### src/rtl/vector_tile_geometry_decoder_unit_defines.svh
// assertion macros used by the top-level rtl file
`ifndef VECTOR_TILE_GEOMETRY_DECODER_UNIT_DEFINES_SVH
`define VECTOR_TILE_GEOMETRY_DECODER_UNIT_DEFINES_SVH

`ifndef SYNTHESIS
// same-cycle implication, sampled on clk, off during reset
`define VTGD_ASSERT_NOW(label, ante, cons) \
    label: assert property (@(posedge clk) disable iff (!rst_n) (ante) |-> (cons)) \
        else $error("vtgd assertion failed");
// next-cycle implication, sampled on clk, off during reset
`define VTGD_ASSERT_NEXT(label, ante, cons) \
    label: assert property (@(posedge clk) disable iff (!rst_n) (ante) |=> (cons)) \
        else $error("vtgd assertion failed");
`else
`define VTGD_ASSERT_NOW(label, ante, cons)
`define VTGD_ASSERT_NEXT(label, ante, cons)
`endif

`endif

### src/rtl/vtgd_pkg.sv
package vtgd_pkg;

    // geometry kinds
    localparam logic [1:0] KIND_NONE    = 2'd0;
    localparam logic [1:0] KIND_POINT   = 2'd1;
    localparam logic [1:0] KIND_LINE    = 2'd2;
    localparam logic [1:0] KIND_POLYGON = 2'd3;

    // command ops
    localparam logic [2:0] OP_MOVE  = 3'd1;
    localparam logic [2:0] OP_LINE  = 3'd2;
    localparam logic [2:0] OP_CLOSE = 3'd7;
    localparam int         OP_SHIFT = 3;

    // word phases
    localparam logic [1:0] PH_CMD = 2'd0;
    localparam logic [1:0] PH_DX  = 2'd1;
    localparam logic [1:0] PH_DY  = 2'd2;

    // record kinds
    localparam logic [1:0] REC_VERTEX      = 2'd0;
    localparam logic [1:0] REC_PART_END    = 2'd1;
    localparam logic [1:0] REC_FEATURE_END = 2'd2;

    localparam logic [1:0] MAX_RECS = 2'd3;

    typedef struct packed {
        logic [1:0]  kind;
        logic [31:0] x;
        logic [31:0] y;
        logic        closing;
        logic [15:0] pts;
        logic        keep;
        logic [15:0] kept;
        logic        last;
    } rec_t;

    typedef struct packed {
        rec_t [2:0] recs;
        logic [1:0] cnt;
    } rec_buf_t;

    // zigzag decode
    function automatic logic [31:0] unzig(input logic [31:0] n);
        return (n >> 1) ^ {32{n[0]}};
    endfunction

    function automatic rec_t mk_rec(input logic [1:0] kind, input logic [31:0] x,
                                    input logic [31:0] y, input logic closing,
                                    input logic [15:0] pts, input logic keep,
                                    input logic [15:0] kept);
        rec_t r;
        r.kind    = kind;
        r.x       = x;
        r.y       = y;
        r.closing = closing;
        r.pts     = pts;
        r.keep    = keep;
        r.kept    = kept;
        r.last    = 1'b0;
        return r;
    endfunction

    // append a record to a step's result list
    function automatic rec_buf_t push(input rec_buf_t b, input rec_t r);
        rec_buf_t o;
        o = b;
        if (b.cnt != MAX_RECS)
        begin
            o.recs[b.cnt] = r;
            o.cnt         = b.cnt + 2'd1;
        end
        return o;
    endfunction

endpackage

### src/rtl/vtgd_core.sv
module vtgd_core
    import vtgd_pkg::*;
#(
    parameter int COUNT_WIDTH = 16
)
(
    input  logic        clk,
    input  logic        rst_n,
    input  logic        step,
    input  logic [31:0] word,
    input  logic [1:0]  geom_kind,
    input  logic        last_word,
    output rec_buf_t    step_recs
);

    localparam int CNT_W = (COUNT_WIDTH < 16) ? COUNT_WIDTH : 16;
    localparam logic [CNT_W-1:0] CNT_CAP = {CNT_W{1'b1}};
    localparam logic [CNT_W-1:0] CNT_ONE = CNT_W'(1);
    localparam logic [CNT_W-1:0] CNT_TWO = CNT_W'(2);
    localparam logic [CNT_W-1:0] CNT_THREE = CNT_W'(3);

    function automatic logic [CNT_W-1:0] sat_inc(input logic [CNT_W-1:0] v);
        return (v == CNT_CAP) ? CNT_CAP : v + CNT_ONE;
    endfunction

    logic [31:0]      cursor_x_reg, cursor_x_next;
    logic [31:0]      cursor_y_reg, cursor_y_next;
    logic [1:0]       phase_reg, phase_next;
    logic [28:0]      pairs_left_reg, pairs_left_next;
    logic [31:0]      pending_dx_reg, pending_dx_next;
    logic [CNT_W-1:0] part_count_reg, part_count_next;
    logic [31:0]      first_x_reg, first_x_next;
    logic [31:0]      first_y_reg, first_y_next;
    logic             stopped_reg, stopped_next;
    logic [CNT_W-1:0] kept_count_reg, kept_count_next;

    logic [2:0]  op;
    logic [28:0] cmd_count;
    logic        end_keep;

    assign op        = word[OP_SHIFT-1:0];
    assign cmd_count = word[31:OP_SHIFT];

    // one word through the decoder, in the order the records come out
    always_comb
    begin
        cursor_x_next   = cursor_x_reg;
        cursor_y_next   = cursor_y_reg;
        phase_next      = phase_reg;
        pairs_left_next = pairs_left_reg;
        pending_dx_next = pending_dx_reg;
        part_count_next = part_count_reg;
        first_x_next    = first_x_reg;
        first_y_next    = first_y_reg;
        stopped_next    = stopped_reg;
        kept_count_next = kept_count_reg;
        step_recs       = '0;
        end_keep        = 1'b0;

        if (geom_kind != KIND_NONE && !stopped_reg)
        begin
            // dangling dx on the last word is taken as a command
            if (phase_next == PH_DX && last_word)
                phase_next = PH_CMD;
            case (phase_next)
                PH_DX:
                begin
                    pending_dx_next = unzig(word);
                    phase_next      = PH_DY;
                end
                PH_DY:
                begin
                    cursor_x_next = cursor_x_reg + pending_dx_reg;
                    cursor_y_next = cursor_y_reg + unzig(word);
                    if (geom_kind == KIND_POINT)
                    begin
                        step_recs = push(step_recs, mk_rec(REC_VERTEX, cursor_x_next,
                                         cursor_y_next, 1'b0, 16'd0, 1'b0, 16'd0));
                        step_recs = push(step_recs, mk_rec(REC_PART_END, 32'd0, 32'd0,
                                         1'b0, 16'(sat_inc(part_count_reg)), 1'b1, 16'd0));
                        kept_count_next = sat_inc(kept_count_reg);
                        part_count_next = '0;
                    end
                    else
                    begin
                        if (geom_kind == KIND_POLYGON && part_count_reg == '0)
                        begin
                            first_x_next = cursor_x_next;
                            first_y_next = cursor_y_next;
                        end
                        part_count_next = sat_inc(part_count_reg);
                        step_recs = push(step_recs, mk_rec(REC_VERTEX, cursor_x_next,
                                         cursor_y_next, 1'b0, 16'd0, 1'b0, 16'd0));
                    end
                    pairs_left_next = pairs_left_reg - 29'd1;
                    phase_next      = (pairs_left_next != '0) ? PH_DX : PH_CMD;
                end
                default:
                begin
                    phase_next = PH_CMD;
                    case (geom_kind)
                        KIND_POINT:
                        begin
                            if (op != OP_MOVE)
                                stopped_next = 1'b1;
                            else if (cmd_count != '0)
                            begin
                                pairs_left_next = cmd_count;
                                phase_next      = PH_DX;
                            end
                        end
                        KIND_LINE:
                        begin
                            if (op == OP_MOVE)
                            begin
                                // finish the current line
                                end_keep = (part_count_reg >= CNT_TWO);
                                if (part_count_reg != '0)
                                begin
                                    step_recs = push(step_recs, mk_rec(REC_PART_END, 32'd0,
                                                     32'd0, 1'b0, 16'(part_count_reg),
                                                     end_keep, 16'd0));
                                    if (end_keep)
                                        kept_count_next = sat_inc(kept_count_reg);
                                end
                                part_count_next = '0;
                                if (cmd_count != '0)
                                begin
                                    pairs_left_next = 29'd1;
                                    phase_next      = PH_DX;
                                end
                            end
                            else if (op == OP_LINE)
                            begin
                                if (cmd_count != '0)
                                begin
                                    pairs_left_next = cmd_count;
                                    phase_next      = PH_DX;
                                end
                            end
                            else
                                stopped_next = 1'b1;
                        end
                        default:
                        begin
                            if (op == OP_MOVE)
                            begin
                                // abandon the open ring
                                if (part_count_reg != '0)
                                    step_recs = push(step_recs, mk_rec(REC_PART_END, 32'd0,
                                                     32'd0, 1'b0, 16'(part_count_reg),
                                                     1'b0, 16'd0));
                                part_count_next = '0;
                                if (cmd_count != '0)
                                begin
                                    pairs_left_next = 29'd1;
                                    phase_next      = PH_DX;
                                end
                            end
                            else if (op == OP_LINE)
                            begin
                                if (cmd_count != '0)
                                begin
                                    pairs_left_next = cmd_count;
                                    phase_next      = PH_DX;
                                end
                            end
                            else if (op == OP_CLOSE && part_count_reg >= CNT_THREE)
                            begin
                                // closing vertex then a kept ring
                                step_recs = push(step_recs, mk_rec(REC_VERTEX, first_x_reg,
                                                 first_y_reg, 1'b1, 16'd0, 1'b0, 16'd0));
                                step_recs = push(step_recs, mk_rec(REC_PART_END, 32'd0,
                                                 32'd0, 1'b0, 16'(sat_inc(part_count_reg)),
                                                 1'b1, 16'd0));
                                kept_count_next = sat_inc(kept_count_reg);
                                part_count_next = '0;
                            end
                        end
                    endcase
                end
            endcase
        end

        // feature end: flush the open part, report, clear state
        if (last_word)
        begin
            if (part_count_next != '0)
            begin
                end_keep  = (geom_kind == KIND_LINE) && (part_count_next >= CNT_TWO);
                step_recs = push(step_recs, mk_rec(REC_PART_END, 32'd0, 32'd0, 1'b0,
                                 16'(part_count_next), end_keep, 16'd0));
                if (end_keep)
                    kept_count_next = sat_inc(kept_count_next);
            end
            step_recs = push(step_recs, mk_rec(REC_FEATURE_END, 32'd0, 32'd0, 1'b0,
                             16'd0, 1'b0, 16'(kept_count_next)));
            cursor_x_next   = '0;
            cursor_y_next   = '0;
            phase_next      = PH_CMD;
            pairs_left_next = '0;
            pending_dx_next = '0;
            part_count_next = '0;
            first_x_next    = '0;
            first_y_next    = '0;
            stopped_next    = 1'b0;
            kept_count_next = '0;
        end

        // mark the last record of this word
        if (step_recs.cnt != 2'd0)
            step_recs.recs[step_recs.cnt - 2'd1].last = 1'b1;
    end

    // decoder state
    always_ff @(posedge clk or negedge rst_n)
    begin
        if (!rst_n)
        begin
            cursor_x_reg   <= '0;
            cursor_y_reg   <= '0;
            phase_reg      <= PH_CMD;
            pairs_left_reg <= '0;
            pending_dx_reg <= '0;
            part_count_reg <= '0;
            first_x_reg    <= '0;
            first_y_reg    <= '0;
            stopped_reg    <= 1'b0;
            kept_count_reg <= '0;
        end
        else if (step)
        begin
            cursor_x_reg   <= cursor_x_next;
            cursor_y_reg   <= cursor_y_next;
            phase_reg      <= phase_next;
            pairs_left_reg <= pairs_left_next;
            pending_dx_reg <= pending_dx_next;
            part_count_reg <= part_count_next;
            first_x_reg    <= first_x_next;
            first_y_reg    <= first_y_next;
            stopped_reg    <= stopped_next;
            kept_count_reg <= kept_count_next;
        end
    end

endmodule

### src/rtl/vtgd_outbuf.sv
module vtgd_outbuf
    import vtgd_pkg::*;
(
    input  logic     clk,
    input  logic     rst_n,
    input  logic     load,
    input  rec_buf_t load_recs,
    output logic     can_load,
    output logic     rec_valid,
    input  logic     rec_ready,
    output rec_t     rec
);

    rec_buf_t   recs_reg;
    logic [1:0] pos_reg, pos_next;
    logic [1:0] rem_reg, rem_next;
    logic       take;

    assign rec_valid = (rem_reg != 2'd0);
    assign take      = rec_valid && rec_ready;
    assign can_load  = (rem_reg == 2'd0) || (rem_reg == 2'd1 && rec_ready);
    assign rec       = recs_reg.recs[pos_reg];

    // walk through the held records, reload once the last one goes
    always_comb
    begin
        pos_next = pos_reg;
        rem_next = rem_reg;
        if (take)
        begin
            pos_next = pos_reg + 2'd1;
            rem_next = rem_reg - 2'd1;
        end
        if (load)
        begin
            pos_next = 2'd0;
            rem_next = load_recs.cnt;
        end
    end

    always_ff @(posedge clk or negedge rst_n)
    begin
        if (!rst_n)
        begin
            pos_reg <= 2'd0;
            rem_reg <= 2'd0;
        end
        else
        begin
            pos_reg <= pos_next;
            rem_reg <= rem_next;
        end
    end

    // record payload
    always_ff @(posedge clk)
    begin
        if (load)
            recs_reg <= load_recs;
    end

endmodule

### src/rtl/vector_tile_geometry_decoder_unit.sv
// Vector tile geometry decoder.
// Slave channel: one 32-bit geometry word per transaction on s_tdata, the
// geometry kind (1 point, 2 linestring, 3 polygon, 0 ignored) on s_tuser and
// the final word of a feature on s_tlast.
// Master channel: one record per transaction; m_tuser gives the record kind
// (0 vertex, 1 end of part, 2 end of feature), m_tdata the record fields and
// m_tlast marks the last record caused by one input word.
// A word is held in an input register, decoded combinationally against the
// cursor and part state, and its zero to three records land in a small
// output buffer, a second register that drives m_tvalid. Throughput is one
// word per cycle while each word gives at most one record and m_tready stays
// high; a word with more records holds the output buffer until all have gone,
// so the output buffer sets the rate. Words that make no record pass at one
// per cycle while the output buffer can load.
// When the receiver stalls, the output buffer and input register fill and
// s_tready drops; nothing is lost. Reset clears the cursor, counts and
// phase and empties both registers; decoder state also clears after every
// word marked last.
`include "vector_tile_geometry_decoder_unit_defines.svh"

module vector_tile_geometry_decoder_unit
    import vtgd_pkg::*;
#(
    parameter int COUNT_WIDTH = 16
)
(
    input  logic         clk,
    input  logic         rst_n,
    input  logic         s_tvalid,
    output logic         s_tready,
    input  logic [31:0]  s_tdata,   // word
    input  logic [1:0]   s_tuser,   // geom_kind
    input  logic         s_tlast,
    output logic         m_tvalid,
    input  logic         m_tready,
    output logic [103:0] m_tdata,   // x_coord, y_coord, is_closing, part_points, keep, kept_parts
    output logic [1:0]   m_tuser,   // record_kind
    output logic         m_tlast
);

    logic        in_valid_reg;
    logic [31:0] word_reg;
    logic [1:0]  kind_reg;
    logic        last_reg;
    logic        can_load;
    logic        fire;
    rec_buf_t    step_recs;
    rec_t        rec;

    assign fire     = in_valid_reg && can_load;
    assign s_tready = !in_valid_reg || fire;

    // input register
    always_ff @(posedge clk or negedge rst_n)
    begin
        if (!rst_n)
            in_valid_reg <= 1'b0;
        else if (s_tready)
            in_valid_reg <= s_tvalid;
    end

    always_ff @(posedge clk)
    begin
        if (s_tvalid && s_tready)
        begin
            word_reg <= s_tdata;
            kind_reg <= s_tuser;
            last_reg <= s_tlast;
        end
    end

    // decode one word
    vtgd_core #(
        .COUNT_WIDTH (COUNT_WIDTH)
    ) u_core (
        .clk       (clk),
        .rst_n     (rst_n),
        .step      (fire),
        .word      (word_reg),
        .geom_kind (kind_reg),
        .last_word (last_reg),
        .step_recs (step_recs)
    );

    // hand records out one per transaction
    vtgd_outbuf u_outbuf (
        .clk       (clk),
        .rst_n     (rst_n),
        .load      (fire),
        .load_recs (step_recs),
        .can_load  (can_load),
        .rec_valid (m_tvalid),
        .rec_ready (m_tready),
        .rec       (rec)
    );

    // output packing
    assign m_tdata = {6'd0, rec.kept, rec.keep, rec.pts, rec.closing, rec.y, rec.x};
    assign m_tuser = rec.kind;
    assign m_tlast = rec.last;

    // checks
    `VTGD_ASSERT_NEXT(a_in_held, s_tvalid && s_tready, in_valid_reg)
    `VTGD_ASSERT_NOW(a_feature_end_last, m_tvalid && m_tuser == REC_FEATURE_END, m_tlast)
    `VTGD_ASSERT_NOW(a_closing_on_vertex, m_tvalid && m_tuser != REC_VERTEX, !m_tdata[64])
    `VTGD_ASSERT_NOW(a_kind_known, m_tvalid,
        m_tuser == REC_VERTEX || m_tuser == REC_PART_END || m_tuser == REC_FEATURE_END)

endmodule
### config.mk
export PLATFORM = sky130hd
export DESIGN_NAME = vector_tile_geometry_decoder_unit
export DESIGN_NICKNAME = d
export VERILOG_FILES = /design/src/rtl/vtgd_pkg.sv /design/src/rtl/vtgd_core.sv /design/src/rtl/vtgd_outbuf.sv /design/src/rtl/vector_tile_geometry_decoder_unit.sv
export VERILOG_INCLUDE_DIRS = /design/src /design/src/rtl
export SDC_FILE = /design/constraint.sdc
export NUM_CORES = 1
export LEC_CHECK = 0
export BUFFER_PORTS_ARGS = -buffer_cell sky130_fd_sc_hd__buf_2
export CORE_ASPECT_RATIO = 1.5
export CORE_MARGIN = 8
export CORE_UTILIZATION = 40
export CTS_BUF_LIST = sky130_fd_sc_hd__clkbuf_8
export DETAILED_ROUTE_END_ITERATION = 8
export GPL_TIMING_DRIVEN = 0
export PLACE_DENSITY = 0.61
export SETUP_SLACK_MARGIN = 0.5
export SYNTH_ARGS = -nofsm -noshare
export SYNTH_HDL_FRONTEND = slang
export SYNTH_SLANG_ARGS = --single-unit
### constraint.sdc
create_clock -name clk -period 7.7 [get_ports clk]
set_input_delay 0.385 -clock clk [delete_from_list [all_inputs] [get_ports clk]]
set_output_delay 0.385 -clock clk [all_outputs]
set_load 0.05 [all_outputs]
### Word-level counts from Yosys, hierarchy flattened

Index checks and enable logic that the tools add are counted.
Widths: inputs -> output; s select.

| word-level totals | value |
|---|---|
| register bits after elaboration | 567 |
| logic and storage cells | 256 |

| cells by class | value |
|---|---|
| add/subtract/negate cells | 13 |
| magnitude comparators | 14 |
| eq/ne operators | 26 |
| multiplexer cells | 120 |
| bitwise logic cells | 1 |
| reduce and logical (&&, ||, !) cells | 42 |

Operators with widths:

| kind | number |
|---|---|
| $mux 305 | 13 |
| $bwmux 303 | 5 |
| $pmux 305 s2 | 2 |
| $demux 101 s2 | 5 |
| $mux 103 | 9 |
| $mux 32 | 19 |
| $mux 101 | 5 |
| $mux 16 | 22 |
| $mux 303 | 1 |
| $mux 29 | 8 |
| $mux 102 | 2 |
| $bmux 101 s2 | 1 |
| $pmux 16 s2 | 4 |
| $add 32x32->32 | 2 |
| $pmux 29 s2 | 1 |
| $reduce_bool 29->1 | 2 |
| $add 16x1->16 const B | 3 |
| $eq 16x16->1 const B | 3 |
| $ge 16x2->1 const B | 3 |
| $reduce_bool 16->1 | 2 |
| $xor 31x32->32 | 1 |
| $sub 29x1->29 const B | 1 |
| $mux 2 | 11 |
| $lt 2x3->1 const B | 6 |
| 31 further kinds | 85 |

### Depth between registers and ports, before layout

Gate-level depths: netlist of the first run.

| depth | value |
|---|---|
| word-level depth | 42 |
| depth in mapped cells | 20 |

### By module

A second synthesis of the first run with hierarchy kept.

| second synthesis, totals | value |
|---|---|
| cell total of the unflattened synthesis | 2842 |
| area total of the unflattened synthesis | 30110.1 µm² |

Modules (own cells, without submodules):

| module | times used | cells an instance | area an instance (µm²) | seq. area each (µm²) |
|---|---|---|---|---|
| vtgd_core | 1 | 2131 | 17483.0 | 5605.4 |
| vtgd_outbuf | 1 | 664 | 11467.2 | 9198.8 |
| vector_tile_geometry_decoder_unit | 1 | 47 | 1159.9 | 1076.0 |

### Least setup slack after synthesis of the first run

No wires, ideal clock.

| timing | value |
|---|---|
| path type | register to register |
| from | register u_outbuf.rem_reg[0] |
| to | register u_core.kept_count_reg[12] |
| arrival | 6127 ps |
| data required time | 7315 ps |
| path slack | 1188 ps |
| cell stages (with the launch flop) | 8 |
| period minus slack after synthesis | 6512 ps |
| cells stage by stage | dfrtp_1 inv_1 ha_1 a21oi_1 nand2b_1 clkinv_1 clkbuf_1 o21ai_0 |

| between the ends | value |
|---|---|
| word-level cells in the longest chain between the ends | 4 |
| elaborated cells between the ends (all ways) | 5 |

Ends and longest elaborated chain:

| item | RTL line | text |
|---|---|---|
| from (decl) | vtgd_outbuf.sv:16 | `logic [1:0] rem_reg, rem_next;` |
| from (signal assigned) | vtgd_outbuf.sv:51 | `rem_reg <= rem_next;` |
| $eq 2x1->1 | vtgd_outbuf.sv:21 | `assign can_load = (rem_reg == 2'd0) \|\| (rem_reg == 2'd1 && rec_ready);` |
| $logic_and 1x1->1 | vtgd_outbuf.sv:21 |  |
| $logic_or 1x1->1 * | vtgd_outbuf.sv:21 |  |
| $logic_and 1x1->1 * | vector_tile_geometry_decoder_unit.sv:50 | `assign fire = in_valid_reg && can_load;` |
| via fire | vector_tile_geometry_decoder_unit.sv:46 | `logic fire;` |
| to (signal assigned) | vtgd_core.sv:242 | `kept_count_reg <= kept_count_next;` |
| to (decl) | vtgd_core.sv:35 | `logic [CNT_W-1:0] kept_count_reg, kept_count_next;` |

The timed path passes the listed nets; every way through them passes the cells marked *.
A chain may end at the register's enable or synchronous reset.

### Final worst setup path of the first run

| timing | value |
|---|---|
| from | register last_reg |
| to | register u_outbuf.recs_reg[219] in the netlist's numbering, data pin |

| between the ends | value |
|---|---|
| word-level cells in the longest chain between the ends | 19 |
| elaborated cells between the ends (all ways) | 46 |

Ends and longest elaborated chain:

| item | RTL line | text |
|---|---|---|
| from (decl) | vector_tile_geometry_decoder_unit.sv:44 | `logic last_reg;` |
| from (signal assigned) | vector_tile_geometry_decoder_unit.sv:68 | `last_reg <= s_tlast;` |
| $logic_and 1x1->1 | vtgd_core.sv:63 | `if (phase_next == PH_DX && last_word)` |
| $mux 2 | vtgd_core.sv:63 |  |
| $mux 2 | vtgd_core.sv:60 | `if (geom_kind != KIND_NONE && !stopped_reg)` |
| $eq 2x2->1 or $eq 2x1->1 (tied branches) | vtgd_core.sv:65 | `case (phase_next)` |
| $pmux 305 s2 | vtgd_core.sv:65 |  |
| $mux 305 | vtgd_core.sv:60 |  |
| $add 2x1->2, or another cell as far along | vtgd_pkg.sv:71 | `o.cnt = b.cnt + 2'd1;` |
| $mux 305 or $logic_and 1x1->1 (tied branches) | vtgd_pkg.sv:68, vtgd_pkg.sv:70 |  |
| [... 3 more ...] | -- |  |
| $logic_and 1x1->1 (implied by the code) or $mux 305 (tied branches) | vtgd_pkg.sv:70, vtgd_pkg.sv:68 |  |
| $mux 101 (implied by the code) or $mux 305 (tied branches) | vtgd_pkg.sv:70, vtgd_core.sv:188 |  |
| $demux 101 s2 or $mux 305 (tied branches) | -- |  |
| $bwmux 303 | vtgd_pkg.sv:70 | `o.recs[b.cnt] = r;` |
| $mux 305 | vtgd_pkg.sv:68 | `if (b.cnt != MAX_RECS)` |
| $mux 305 * | vtgd_core.sv:186 | `if (last_word)` |
| parallel branches: the longest is 1 deep, another holds $sub 2x1->2 | -- |  |
| $mux 303 * | vtgd_core.sv:211 | `if (step_recs.cnt != 2'd0)` |
| to (signal assigned) | vtgd_outbuf.sv:59 | `recs_reg <= load_recs;` |
| to (decl) | vtgd_outbuf.sv:14 | `rec_buf_t recs_reg;` |

Every way passes the cells marked *. The select of a mux whose other input is x is not followed.

==> impl_metrics.json, run 1 <==
{
  "area_growth_pct": 14.9,
  "drc": 0,
  "vias_per_cell": 5.87,
  "grt-busiest-layer": "met2",
  "whs_ns": 0.0561,
  "path_max_fanout": 10,
  "die_h_microns": 320,
  "finalNonFillerCells": 3569,
  "clk_pin_slew_ns": 0.06,
  "setup_viol": 0,
  "p_per_area_nw_per_um2": 366,
  "cp-start-kind": "register",
  "routed_wl_microns": 85000,
  "netlist_instances": 2453,
  "hp-start": "m_tready",
  "cts-root-buf": "clkbuf_8",
  "synth_cell_types": 102,
  "ant_nets": 0,
  "clkLatencyLatePin_ns": 0.70,
  "min_to": "in_valid_reg$_DFFE_PN0N_",
  "grt_pass1_wl_microns": 128000,
  "nets": 2839,
  "seq_area_frac_synth": 0.487,
  "use_met1": 0.255,
  "rsz0062_at_grt": "false",
  "final_max_slew_viol_count": 0,
  "gr-usage-met2": 0.435,
  "die_area_sq_um": 69800,
  "synth_area_leaders": "edfxtp_1 25%, dfrtp_1 23%, a22o_1 4.8%",
  "synth_edf_count": 208,
  "max_freq_mhz": 147,
  "drt_iter0_drc": 1623,
  "gp_congestion": 0.967,
  "ctsResizeCount": 0,
  "hp-class": "in2reg",
  "synthArstFlopShare": 0.524,
  "yosys.area.top_type_share": 0.254,
  "vdd_drop_max_mv": 0.206,
  "grt_pass1_vias": 21500,
  "drive_above_1_share": 0.119,
  "core-area_sq_um": 61000,
  "ctsHtreeMaxLevel": 3,
  "synth_warnings": 0,
  "worst_setup_path_end_kind": "register",
  "worstSetupPathType": "reg2reg",
  "cts_tree": "done",
  "synth-seq-cells": 437,
  "synth.most_common_cell": "nand2_1",
  "syn_area_sq_um": 24600,
  "r2r_setup_slack_ns": 0.90,
  "dp_hpwl_microns": 64400,
  "overflow": 0,
  "r2r_cells": 18,
  "cp.arrival_ns": 7.22,
  "grt_max_degree": 105,
  "num_rows": 111,
  "synth.avg_cell_area_sq_um": 10.0,
  "slew_headroom": 0.139,
  "r2r_start": "last_reg$_DFFE_PP_",
  "p_leak_uw": 0.0118,
  "status": "complete, no violations",
  "initial_core_util": 0.403,
  "rr_endpoint": "u_outbuf.recs_reg[219]$_SDFFCE_PN0P_",
  "required_ns": 8.12,
  "finClkSkew_ns": 0.0367,
  "via_count": 20900,
  "cts_sinks": 437,
  "die_w_microns": 218,
  "use_met3": 0.0418,
  "fin_crit_sh": 0.883,
  "layout_min_cycle_time_ns": 6.80,
  "dp_cells": 3395,
  "largest_reg_flops": 173,
  "worst_pin_slew_ns": 1.28,
  "ys.flop_type": "dfrtp_1",
  "io_pins": 148,
  "cap_viol_max_count": 0,
  "post_drt_wl_per_cell_microns": 23.8,
  "hold_viol": 0,
  "grt_use_total": 0.240,
  "firstDrtPassIters": 6,
  "finalSetupTns_ns": 0,
  "holdPathStages": 4,
  "power_uw": 10300,
  "numCtsBuffers": 74,
  "synth_top_area_cell": "edfxtp_1",
  "cts_max_path_buffers": 3,
  "antenna_found_initial": 5,
  "port_buffers": 141,
  "synth.top_cells.by_count": "230 x nand2_1, 229 x dfrtp_1, 208 x edfxtp_1"
}
## per-stage QoR
| stage | utilization | instance area, sq um | setup slack (ns) |
|---|---|---|---|
| after detailed placement | 0.434 | 26500 | 1.16 |
| after global routing | 0.463 | 28300 | 0.749 |
| final | 0.464 | 28300 | 0.898 |
| after CTS | 0.463 | 28300 | 1.10 |
| after global placement | 0.431 | 26300 | -1.44 |
| after floorplan | - | 24600 | 1.19 |
## routing by layer
layer  vias up  routed length, microns
met4         2                    5300
met3       242                    4610
met1     10300                   30900
met5         -                      13
met2       774                   44200
li1       9651                       -
## layout make-up
| type | count | area, sq um |
|---|---|---|
| Antenna cell | 3 | 7.51 |
| Buffer | 166 | 691 |
| Clock buffer | 82 | 1130 |
| Clock inverter | 52 | 298 |
| Fill cell | 5772 | 32700 |
| Inverter | 59 | 221 |
| Multi-Input combinational cell | 1796 | 11700 |
| Sequential cell | 437 | 12000 |
| Tap cell | 791 | 990 |
| Timing Repair Buffer | 183 | 1220 |
## worst max-delay path by stage
stage | end | depth (start not counted) | slack [ns] | startpoint
final | u_outbuf.recs_reg[219]$_SDFFCE_PN0P_ | 18 | 0.90 | last_reg$_DFFE_PP_
after floorplan | u_core.kept_count_reg[12]$_DFFE_PN0P_ | 7 | 1.19 | u_outbuf.rem_reg[0]$_DFFE_PN0P_
after global placement | u_core.part_count_reg[13]$_DFFE_PN0P_ | 7 | -1.44 | u_outbuf.rem_reg[0]$_DFFE_PN0P_
after global routing | u_outbuf.recs_reg[219]$_SDFFCE_PN0P_ | 18 | 0.75 | last_reg$_DFFE_PP_
after CTS | u_outbuf.recs_reg[219]$_SDFFCE_PN0P_ | 18 | 1.10 | last_reg$_DFFE_PP_
after detailed placement | u_outbuf.recs_reg[219]$_SDFFCE_PN0P_ | 18 | 1.16 | last_reg$_DFFE_PP_
## critical path, cell delays in order, from the launching register on
cell      delay [ns]
edfxtp_1        0.42
clkbuf_1        0.56
clkbuf_1        0.55
a21boi_0        0.30
ha_1            0.46
or3_1           0.39
clkbuf_1        0.24
nor2_1          0.55
o22ai_1         0.21
a211oi_2        0.59
a21boi_1        0.23
and4b_1         0.34
clkbuf_1        0.24
nand4b_2        0.29
nand3_2         0.34
o21a_1          0.21
buf_2           0.23
buf_2           0.29
nor2_1          0.09
## repair_timing
action	4_1_cts	5_1_grt
hold buffers	37	0
hold endpoints to repair	121	0
endpoints found under the setup margin	0	0
setup buffers	0	0
## cells by family after synthesis
logic type,Yosys count,share of synthesized area
fa+ha+maj,83,0.0428
xor+xnor,103,0.0367
simple gates,779,0.159
flops,437,0.487
compound gates,776,0.218
buf+inv,225,0.0369
other cells,1,0.000153
mux,49,0.0200
## cell usage in the layout (no fill, tap or decap), types with 20 or more instances in the layout
master and count:
nand2_1 230, dfrtp_1 229, edfxtp_1 208, o21ai_0 205, nor2_1 180, buf_2 154
a21oi_1 141, a22o_1 136, clkbuf_1 129, inv_1 85, clkbuf_8 82, ha_1 81
and2_1 79, nor3_1 62, nand3_1 58, xnor2_1 53, xor2_1 50, mux2i_1 47
dlygate4sd3_1 37, a21o_1 34, a32o_1 33, a22oi_1 31, nand4_1 22, nor4_1 21
o22ai_1 21, o21a_1 20
## report_power, final
part           internal, uW  switching [uW]
combinational          1200            3530
clock                  1080            1010
sequential             3180             344
total                  5460            4880
(Power assumes the default switching activity.)
==> run 2: changes to the inputs <==
Settings changed: CORE_UTILIZATION 40 to 30, PLACE_DENSITY 0.61 to 0.5.
==> impl_metrics.json, run 2 (synthesized netlist as in run 1, its figures left out) <==
{
  "die_h_microns": 367,
  "drt_iter0_drc": 1521,
  "grt_max_degree": 94,
  "cts-root-buf": "clkbuf_8",
  "slowest_delay_ns": 0.60,
  "max_freq_mhz": 148,
  "rr_endpoint": "u_outbuf.recs_reg[215]$_SDFFCE_PN0P_",
  "hold_viol": 0,
  "ant_nets": 0,
  "num_rows": 128,
  "die_w_microns": 250,
  "final_util": 0.353,
  "required_ns": 8.10,
  "routed_wl_microns": 89600,
  "worst_setup_path_end_kind": "register",
  "postPlaceCellArea_sq_um": 26800,
  "rsz0062_at_grt": "false",
  "die_area_sq_um": 91600,
  "nets": 2842,
  "fin_crit_sh": 0.878,
  "path_cells": "clkbuf_1 > clkbuf_1 > a21boi_0 > ha_1 > or3_1 > clkbuf_1 > nor2_1 > o22ai_1 > a211oi_2 > a21boi_1 > and4b_1 > clkbuf_1 > nand4b_2 > nand3_2 > o21a_1 > buf_2 > buf_2 > nor2_1",
  "crit_top_cell": "clkbuf_1",
  "via_count": 20800,
  "setup_viol": 0,
  "fill_cells": 8148,
  "r2r_cells": 18,
  "io_pins": 148,
  "vias_per_cell": 5.43,
  "holdPathStages": 4,
  "cp.arrival_ns": 7.16,
  "area_growth_pct": 16.6,
  "p_leak_uw": 0.0118,
  "numCtsBuffers": 77,
  "worstSetupPathType": "reg2reg",
  "path_max_fanout": 10,
  "dp_hpwl_microns": 68200,
  "slew_headroom": 0.185,
  "overflow": 0,
  "p_per_area_nw_per_um2": 367,
  "power_uw": 10500,
  "min_to": "in_valid_reg$_DFFE_PN0N_",
  "ctsHtreeMaxLevel": 3,
  "grt_pass1_wl_microns": 135000,
  "cts_sinks": 437,
  "gp_congestion": 0.938,
  "hp-start": "m_tready",
  "grt_pass1_vias": 21500,
  "vdd_drop_max_mv": 0.222,
  "clk_pin_slew_ns": 0.06,
  "status": "complete, no violations",
  "post_drt_wl_per_cell_microns": 23.4,
  "grt_use_total": 0.191,
  "cts_tree": "done",
  "layout_min_cycle_time_ns": 6.76,
  "r2r_setup_slack_ns": 0.94,
  "firstDrtPassIters": 7,
  "worst_pin_slew_ns": 1.22,
  "layout_common_cells": "230 x nand2_1, 229 x dfrtp_1, 208 x edfxtp_1, 205 x o21ai_0, 180 x nor2_1",
  "slowest_stage": "clkbuf_1",
  "finClkSkew_ns": 0.0591,
  "hp-class": "in2reg",
  "final_common_cell": "nand2_1",
  "r2r_start": "last_reg$_DFFE_PP_",
  "port_buffers": 141,
  "antenna_found_initial": 3,
  "largest_reg_flops": 173,
  "fin_area_sq_um": 28700,
  "final_max_slew_viol_count": 0,
  "cts_max_path_buffers": 3,
  "drc": 0,
  "core-area_sq_um": 81200,
  "cap_viol_max_count": 0,
  "clkLatencyLatePin_ns": 0.72,
  "drive_above_1_share": 0.121,
  "initial_core_util": 0.303,
  "cp-start-kind": "register"
}
[run 2: final cells by class]
class	count	area, sq um	share of cell area
diodes	4	10.0	0.000349
plain buffers	166	691	0.0241
clock buffers	80	1100	0.0384
clock inverters	64	424	0.0148
inverters	59	221	0.00772
multi-input cells	1796	11700	0.409
flip-flops and latches	437	12000	0.418
well taps	1040	1300	0.0454
repair buffers	183	1220	0.0427
[run 2: report_power, final]
part	internal [uW]	leakage [uW]	total, uW	switching [uW]
combinational	1200	0.00577	4810	3610
sequential	3180	0.00519	3520	338
clock	1120	0.000855	2190	1070
[run 2: how the worst max path moves through the flow]
| stage | start | endpoint | slack (ns) | cells past startpoint |
|---|---|---|---|---|
| after floorplan | u_outbuf.rem_reg[0]$_DFFE_PN0P_ | u_core.kept_count_reg[12]$_DFFE_PN0P_ | 1.19 | 7 |
| after global placement | u_outbuf.rem_reg[0]$_DFFE_PN0P_ | u_core.part_count_reg[13]$_DFFE_PN0P_ | -2.05 | 7 |
| after detailed placement | last_reg$_DFFE_PP_ | u_outbuf.recs_reg[215]$_SDFFCE_PN0P_ | 1.14 | 18 |
| after CTS | last_reg$_DFFE_PP_ | u_outbuf.recs_reg[215]$_SDFFCE_PN0P_ | 1.08 | 18 |
| after global routing | last_reg$_DFFE_PP_ | u_outbuf.recs_reg[215]$_SDFFCE_PN0P_ | 0.79 | 18 |
| final | last_reg$_DFFE_PP_ | u_outbuf.recs_reg[215]$_SDFFCE_PN0P_ | 0.94 | 18 |
[run 2: timing repair]
action | CTS | global route
buffers inserted | 0 | 0
gates resized for setup | 0 | 0
hold buffers | 37 | 0
endpoints found under the hold margin | 89 | 0
[run 2: stage by stage]
step	instances	TNS, ns	hold WS [ns]	setup slack, ns
final	3829	0	0.0827	0.941
after global routing	3826	0	0.109	0.791
after CTS	3825	0	0.0193	1.08
after detailed placement	3644	0	0.348	1.14
after global placement	3639	-276.52	0.466	-2.05
after floorplan	2458	0	0.0894	1.19
[run 2: critical path: cells and delay by family, from the launching register on]
| kind | cells | cell delay, ns |
|---|---|---|
| flip-flops | 1 | 0.47 |
| adder cells (fa/ha/maj) | 1 | 0.47 |
| AND/OR/NAND/NOR | 6 | 1.91 |
| AO/OA/AOI/OAI | 5 | 1.51 |
| buffers and inverters | 6 | 2.09 |
[run 2: metal layers]
metal	routed length (microns)	up-vias	track usage
met1	33900	10300	0.208
li1	-	9669	-
met5	0	-	0
met4	4700	0	0.105
met3	3710	200	0.0266
met2	47300	625	0.352
